<file path="config.mk">
export PLATFORM = sky130hd
export DESIGN_NAME = crl_datapath
export DESIGN_NICKNAME = d
export VERILOG_FILES = /design/src/rtl/crl_pkg.sv /design/src/rtl/crl_ram.sv /design/src/rtl/crl_datapath.sv
export SDC_FILE = /design/constraint.sdc
export NUM_CORES = 2
export LEC_CHECK = 0
export CAP_MARGIN = 20
export CORE_UTILIZATION = 60
export CTS_CLUSTER_SIZE = 24
export DETAILED_ROUTE_END_ITERATION = 16
export DONT_BUFFER_PORTS = 1
export GPL_TIMING_DRIVEN = 0
export PLACE_DENSITY = 0.76
export REMOVE_ABC_BUFFERS = 1
export SETUP_SLACK_MARGIN = 0.3
export SLEW_MARGIN = 40
export SYNTH_ARGS = -nofsm -noshare
export SYNTH_HDL_FRONTEND = slang
export SYNTH_SLANG_ARGS = --single-unit
</file>
<file path="constraint.sdc">
create_clock -name clk -period 12.4 [get_ports clk]
set_clock_uncertainty 0.2 [all_clocks]
set_input_delay 2.48 -clock clk [delete_from_list [all_inputs] [get_ports clk]]
set_output_delay 2.48 -clock clk [all_outputs]
set_load 0.01 [all_outputs]
</file>
<file path="src/rtl/crl_pkg.sv">
// shared types and fixed field widths for the color region labeler
package crl_pkg;

  localparam int COLOR_W  = 24;
  localparam int CHAN_W   = 8;
  localparam int LABEL_W  = 6;
  localparam int BCOUNT_W = 20;
  localparam int USED_W   = 7;

  typedef enum logic [1:0] {
    S_IDLE,
    S_MATCH,
    S_UPDATE
  } crl_state_t;

  typedef struct packed {
    logic load;
    logic lookup;
    logic update;
  } crl_cmd_t;

endpackage

</file>
<file path="src/rtl/crl_ram.sv">
// generic single-write, single-read ram with registered read data
module crl_ram #(
  parameter int WIDTH = 20,
  parameter int DEPTH = 64
) (
  input  logic                     clk,
  input  logic                     we,
  input  logic [$clog2(DEPTH)-1:0] waddr,
  input  logic [WIDTH-1:0]         wdata,
  input  logic [$clog2(DEPTH)-1:0] raddr,
  output logic [WIDTH-1:0]         rdata
);

  logic [WIDTH-1:0] mem [DEPTH];
  logic [WIDTH-1:0] rdata_r;

  always_ff @(posedge clk) begin
    if (we) begin
      mem[waddr] <= wdata;
    end
    rdata_r <= mem[raddr];
  end

  assign rdata = rdata_r;

endmodule

</file>
<file path="src/rtl/crl_datapath.sv">
// color table, per-label counts, running biggest region and result registers
module crl_datapath #(
  parameter int MAX_REGIONS = 64,
  parameter int COUNT_WIDTH = 20
) (
  input  logic                          clk,
  input  logic                          rst_n,
  input  crl_pkg::crl_cmd_t             cmd,
  input  logic [crl_pkg::CHAN_W-1:0]    in_blue,
  input  logic [crl_pkg::CHAN_W-1:0]    in_green,
  input  logic [crl_pkg::CHAN_W-1:0]    in_red,
  input  logic                          in_first_pixel,
  input  logic                          in_last_pixel,
  output logic                          out_valid,
  output logic [crl_pkg::LABEL_W-1:0]   out_region_label,
  output logic                          out_is_new_region,
  output logic                          out_table_overflow,
  output logic                          out_summary_valid,
  output logic [crl_pkg::LABEL_W-1:0]   out_biggest_label,
  output logic [crl_pkg::BCOUNT_W-1:0]  out_biggest_count,
  output logic [crl_pkg::USED_W-1:0]    out_regions_used
);
  import crl_pkg::*;

  localparam int IDX_W = $clog2(MAX_REGIONS);
  localparam int UW    = $clog2(MAX_REGIONS + 1);
  localparam logic [UW-1:0]          USED_FULL = UW'(MAX_REGIONS);
  localparam logic [COUNT_WIDTH-1:0] CNT_MAX   = {COUNT_WIDTH{1'b1}};

  // latched pixel
  logic [COLOR_W-1:0] pix_color_r;
  logic               first_r, last_r;

  // table state
  logic [COLOR_W-1:0]     color_mem [MAX_REGIONS];
  logic [UW-1:0]          used_r;
  logic [IDX_W-1:0]       best_label_r;
  logic [COUNT_WIDTH-1:0] best_count_r;

  // lookup results
  logic [IDX_W-1:0] label_r;
  logic             new_r, ovf_r;

  // result registers
  logic                out_valid_r;
  logic [LABEL_W-1:0]  out_label_r, out_blabel_r;
  logic                out_new_r, out_ovf_r, out_sum_r;
  logic [BCOUNT_W-1:0] out_bcount_r;
  logic [USED_W-1:0]   out_used_r;

  // lookup stage signals
  logic [UW-1:0]          used_eff;
  logic [MAX_REGIONS-1:0] match;
  logic [IDX_W-1:0]       hit_idx, label_nxt;
  logic                   found, full, new_nxt;

  // update stage signals
  logic [COUNT_WIDTH-1:0] ram_rdata, cur_cnt, inc_cnt;
  logic [IDX_W-1:0]       best_label_nxt;
  logic [COUNT_WIDTH-1:0] best_count_nxt;
  logic                   take_best;

  always_ff @(posedge clk) begin
    if (cmd.load) begin
      pix_color_r <= {in_red, in_green, in_blue};
      first_r     <= in_first_pixel;
      last_r      <= in_last_pixel;
    end
  end

  // a first pixel sees an empty table
  assign used_eff = first_r ? '0 : used_r;

  // colors in the table are distinct, so at most one entry matches
  always_comb begin
    hit_idx = '0;
    for (int k = 0; k < MAX_REGIONS; k++) begin
      match[k] = (UW'(k) < used_eff) && (color_mem[k] == pix_color_r);
      hit_idx  = hit_idx | (match[k] ? IDX_W'(k) : '0);
    end
  end

  assign found   = |match;
  assign full    = (used_eff == USED_FULL);
  assign new_nxt = !found && !full;

  always_comb begin
    priority if (found) begin
      label_nxt = hit_idx;
    end else if (!full) begin
      label_nxt = used_eff[IDX_W-1:0];
    end else begin
      label_nxt = '0;
    end
  end

  always_ff @(posedge clk) begin
    if (cmd.lookup) begin
      label_r <= label_nxt;
      new_r   <= new_nxt;
      ovf_r   <= !found && full;
      if (new_nxt) begin
        color_mem[label_nxt] <= pix_color_r;
      end
    end
  end

  crl_ram #(
    .WIDTH (COUNT_WIDTH),
    .DEPTH (MAX_REGIONS)
  ) u_count_ram (
    .clk   (clk),
    .we    (cmd.update && !ovf_r),
    .waddr (label_r),
    .wdata (inc_cnt),
    .raddr (label_nxt),
    .rdata (ram_rdata)
  );

  // a fresh entry starts from zero whatever the ram holds
  assign cur_cnt = new_r ? '0 : ram_rdata;
  assign inc_cnt = (cur_cnt == CNT_MAX) ? cur_cnt : cur_cnt + COUNT_WIDTH'(1);

  assign take_best = !ovf_r && (label_r != '0) &&
                     ((inc_cnt > best_count_r) ||
                      ((inc_cnt == best_count_r) && (label_r < best_label_r)));
  assign best_label_nxt = take_best ? label_r : best_label_r;
  assign best_count_nxt = take_best ? inc_cnt : best_count_r;

  always_ff @(posedge clk) begin
    if (!rst_n) begin
      used_r       <= '0;
      best_label_r <= '0;
      best_count_r <= '0;
      out_valid_r  <= 1'b0;
    end else begin
      out_valid_r <= cmd.update;
      if (cmd.lookup) begin
        used_r <= used_eff + UW'(new_nxt);
        if (first_r) begin
          best_label_r <= '0;
          best_count_r <= '0;
        end
      end
      if (cmd.update) begin
        best_label_r <= best_label_nxt;
        best_count_r <= best_count_nxt;
      end
    end
  end

  always_ff @(posedge clk) begin
    if (cmd.update) begin
      out_label_r  <= LABEL_W'(32'(label_r));
      out_new_r    <= new_r;
      out_ovf_r    <= ovf_r;
      out_sum_r    <= last_r;
      out_blabel_r <= last_r ? LABEL_W'(32'(best_label_nxt)) : '0;
      out_bcount_r <= last_r ? BCOUNT_W'(32'(best_count_nxt)) : '0;
      out_used_r   <= USED_W'(32'(used_r));
    end
  end

  assign out_valid          = out_valid_r;
  assign out_region_label   = out_label_r;
  assign out_is_new_region  = out_new_r;
  assign out_table_overflow = out_ovf_r;
  assign out_summary_valid  = out_sum_r;
  assign out_biggest_label  = out_blabel_r;
  assign out_biggest_count  = out_bcount_r;
  assign out_regions_used   = out_used_r;

  a_used_bound: assert property (@(posedge clk) disable iff (!rst_n)
    used_r <= USED_FULL)
    else $error("table fill count beyond table size");

  a_single_hit: assert property (@(posedge clk) disable iff (!rst_n)
    cmd.lookup |-> $onehot0(match))
    else $error("color found in more than one table entry");

  a_result_follows_update: assert property (@(posedge clk) disable iff (!rst_n)
    out_valid_r |-> $past(cmd.update))
    else $error("result strobe without an update cycle");

  a_new_or_overflow: assert property (@(posedge clk) disable iff (!rst_n)
    cmd.update |-> !(new_r && ovf_r))
    else $error("pixel both new and overflowed");

  a_overflow_full: assert property (@(posedge clk) disable iff (!rst_n)
    (cmd.update && ovf_r) |-> (used_r == USED_FULL))
    else $error("overflow flagged while table has room");

endmodule

</file>
==> results by group <==
GRT
  • Pin count of the biggest net entering global routing: just under 80
  • First-pass GRT wire length: 475000 um
  • Vias in the first global route: 71500
  • Initial antenna violation count: 11
  • GRT Util Overall: 31.0%
  • Gr ovfl total: 0

Detailed routing
  • Remaining DRCs: 0
  • DRT Wirelength: around 330000 um
  • Antenna Violating Nets Remaining: 0
  • DRT iter0 DRCs: 8610
  • Detailed-route via count: between 70000 and 80000
  • DR vias/cell: 6.41
  • DR WL/cell: 29.1 um
  • Router iterations before antenna repair: 6

Layout
  • Nets@finish: 8395
  • Layout Area Growth over Synthesis: 16.7%
  • Fill cells: 12300
  • Share of layout cells above drive strength 1: between 10% and 20%
  • Fin area: about 150000 sq um

Floorplanning
  • Std-Cell Rows: 166
  • Initial core utilization: 60.6%
  • Die Ht: about 460 um
  • I/O pins: 74
  • Die width: 458 um
  • CORE AREA: 206000 sq um
  • Total Die Area: 210000 sq um

Synth
  • Sequential share of the synthesized area: 70.5%
  • Yosys reg bits: 2946
  • Post-synth EDFFs: 2892
  • Synth Flop Type: edfxtp_1
  • Mapped Area: around 120000 sq um
  • Synth async-reset ratio: 0%
  • Synth warnings: 0
  • Synth Area per Inst: around 16 sq um
  • Mapped Cells: 7773
  • Yosys cell types: 80

Pwr
  • Static Leak: 0.0479 uW
  • VDD IR max: 154 uV
  • PwrDens: 143 nW/um^2

Place
  • Placed inst area: 136000 sq um
  • GPL Wtd Cong: roughly 0.89
  • Hpwl dp: 223000 um
  • I/O Buffers: 0

Critical path
  • Worst reg2reg endpoint: u_count_ram.rdata[14]$_DFF_P_
  • Setup crit end kind: flop
  • Crit path required time: 13010 ps
  • Flop2flop setup slack: 3490 ps
  • Worst Setup Start Kind: flop
  • Worst R2R Start: first_r$_DFFE_PP_
  • Crit-path max FO: 78
  • CP Capture Point: u_count_ram.rdata[14]$_DFF_P_
  • R2R depth: 22
  • CP startpoint: first_r$_DFFE_PP_
  • Arr. time, crit path: ~9500 ps
  • Crit path kind: reg -> reg

Min path
  • Min-Delay Path Depth: 1
  • Hold WC Path Type: reg -> reg

Clock tree
  • CTS H-Tree Depth: 5
  • Clock root cell: clkbuf_16
  • Clock-pin slew on the worst setup and hold paths: 60 ps
  • CTS Hold Bufs: 0
  • Clock latency at the later pin of the worst-skew pair: around 950 ps
  • PostCTS Resize Cnt: 0
  • Post-CTS Setup Inserts: 0
  • Sink Count: 2946
  • Cts bufs inserted: 300
  • CTS tree: built
  • CTS max path bufs: 4

STA
  • RSZ-0062 raised after global routing: false
  • Setup Viol. Count Final: 0
  • Post-route minimum period: a little under 9000 ps
  • Slew @ Worst Pin: about 1000 ps
  • Fin crit share: 71.9%
  • Slew Limit Fails: 0
  • Sum Neg Setup Slack: 0 ps
  • Max_slew headroom: 29.8%
  • Peak Freq: 112 MHz
  • Hold Fails Final Rpt: 0

Run status
  • Outcome: finished, final reports clean

Job
  • Max-cap viol count: 0
synth_stat cells (10+ instances only):
cell         n  area [sq um]
a211oi_1    39           293
inv_1       40           150
and3_1      18           113
edfxtp_1  2892         86800
nor2_1     325          1220
a22oi_1     18           135
and2_1      16           100
o211ai_1    14           105
nand2b_1    19           119
o21ai_0     32           160
o22ai_1     67           419
nor3_1      51           255
or3_1       13          81.3
nand4b_1    14           123
mux2i_1    733          7340
nor4_1     460          2880
buf_4       55           413
a22o_1      52           455
clkbuf_1    65           244
xnor2_1    216          1890
o32ai_1     10          87.6
dfxtp_1     54          1080
or4_1       18           135
nor2b_1     53           332
buf_6       40           450
nand2_1    179           672
mux2_2     162          1820
ha_1        28           350
nand4_1    189          1180
buf_2      198           991
a221oi_1    15           131
a32oi_1     11          96.3
xor2_1    1341         11700
a21oi_1     71           355
nand3_1    121           606
routing by layer:
layer	global-route usage (%)	vias to the layer above	share of wire (%)
li1	-	30700	-
met1	39.7	36200	37
met2	50.7	4069	48
met3	5.74	954	8.9
met4	16.2	4	6.0
met5	0	-	0.0092
logic make-up (layout without fill, tap and decap cells):
kind of cell             after synthesis  count (layout)  synth area share (%)
AO/OA/AOI/OAI                        394             394                  2.24
flip-flops                          2946            2946                  70.5
other                                  0               5                     0
buffers and inverters                417            1183                  1.94
XOR/XNOR                            1557            1557                  10.9
multiplexers                         896             896                  7.36
adder cells (fa/ha/maj)               28              28                 0.281
AND/OR/NAND/NOR                     1535            1535                  6.71
power breakdown:
part,internal [uW],leakage [uW],switching [uW]
Sequential,10900,0.0271,50.6
Clock,4970,0.00446,3600
Combinational,473,0.0163,800
layout make-up:
| class | instances | area, sq um | area share, % |
|---|---|---|---|
| Sequential cell | 2946 | 87900 | 60.5 |
| Multi-Input combinational cell | 4410 | 36000 | 24.8 |
| Timing Repair Buffer | 633 | 8760 | 6.02 |
| Clock buffer | 381 | 8000 | 5.50 |
| Tap cell | 2688 | 3360 | 2.31 |
| Clock inverter | 124 | 1120 | 0.773 |
| Inverter | 45 | 183 | 0.126 |
| Antenna cell | 5 | 12.5 | 0.00860 |
placed cells by master, fill, tap and decap left out, types with 15 or more instances in the layout:
cell / instances
edfxtp_1: 2892
xor2_1: 1340
mux2i_1: 731
nor4_1: 440
buf_6: 313
clkbuf_16: 305
xnor2_1: 210
nand4_1: 189
nor2_1: 176
nand2_1: 173
buf_8: 168
mux2_2: 161
nor2_4: 144
nand3_1: 107
buf_16: 69
clkbuf_1: 68
o22ai_1: 66
a21oi_1: 66
a22o_1: 52
nor2b_1: 50
dfxtp_1: 48
clkinv_2: 46
clkinv_1: 46
nor3_1: 45
buf_4: 42
inv_1: 40
a211oi_1: 33
o21ai_0: 32
ha_1: 28
bufinv_16: 21
nor4_2: 20
buf_2: 20
buf_12: 19
or4_1: 18
a22oi_1: 18
and3_1: 17
nand2b_1: 16
and2_1: 15
worst min-delay path by stage:
stage,slack [ps],startpoint,endpoint
floorplan,260,best_count_r[10]$_SDFFE_PN0P_,best_count_r[10]$_SDFFE_PN0P_
detailed placement,280,best_count_r[16]$_SDFFE_PN0P_,best_count_r[16]$_SDFFE_PN0P_
global placement,280,best_label_r[2]$_SDFFE_PN0P_,best_label_r[2]$_SDFFE_PN0P_
CTS,300,best_count_r[16]$_SDFFE_PN0P_,best_count_r[16]$_SDFFE_PN0P_
finish,300,best_count_r[16]$_SDFFE_PN0P_,best_count_r[16]$_SDFFE_PN0P_
global route,320,best_count_r[16]$_SDFFE_PN0P_,best_count_r[16]$_SDFFE_PN0P_
sequential cells by signal, indices dropped and copies added (netlist names), 7 cells and up:
name / flops
best_count_r: 20
color_mem: 1536
out_biggest_count: 20
out_regions_used: 7
pix_color_r: 24
u_count_ram.mem: 1280
u_count_ram.rdata: 20
used_r: 7
worst max-delay path, cell delays in order (launching register included):
cell and delay, ps:
edfxtp_1 610, buf_6 270, buf_8 160, buf_6 160
and3b_1 750, nand2_1 470, o21a_1 310, a32o_1 240
nor4_1 730, nand4_1 310, nor4_4 620, a21oi_4 280
buf_8 240, buf_8 170, buf_8 170, buf_8 160
inv_8 190, buf_16 330, buf_16 310, a211oi_1 190
a22oi_1 630, o311ai_0 440, or4_1 620
per-stage QoR:
| stage | instances | hold WS, ps | utilization [%] | setup WS (ps) | total power (uW) |
|---|---|---|---|---|---|
| final | 11200 | 296 | 70.7 | 3490 | 20800 |
| after global placement | 10100 | 279 | 61.2 | -41950 | 12300 |
| after CTS | 11200 | 298 | 70.6 | 3780 | 20900 |
| after detailed placement | 10700 | 276 | 66.2 | 3870 | 12400 |
| after global routing | 11200 | 322 | 70.7 | 3550 | 21300 |
| after floorplan | 7401 | 264 | - | -14350 | 11900 |
Note: power is estimated with default switching activity, not from simulation.
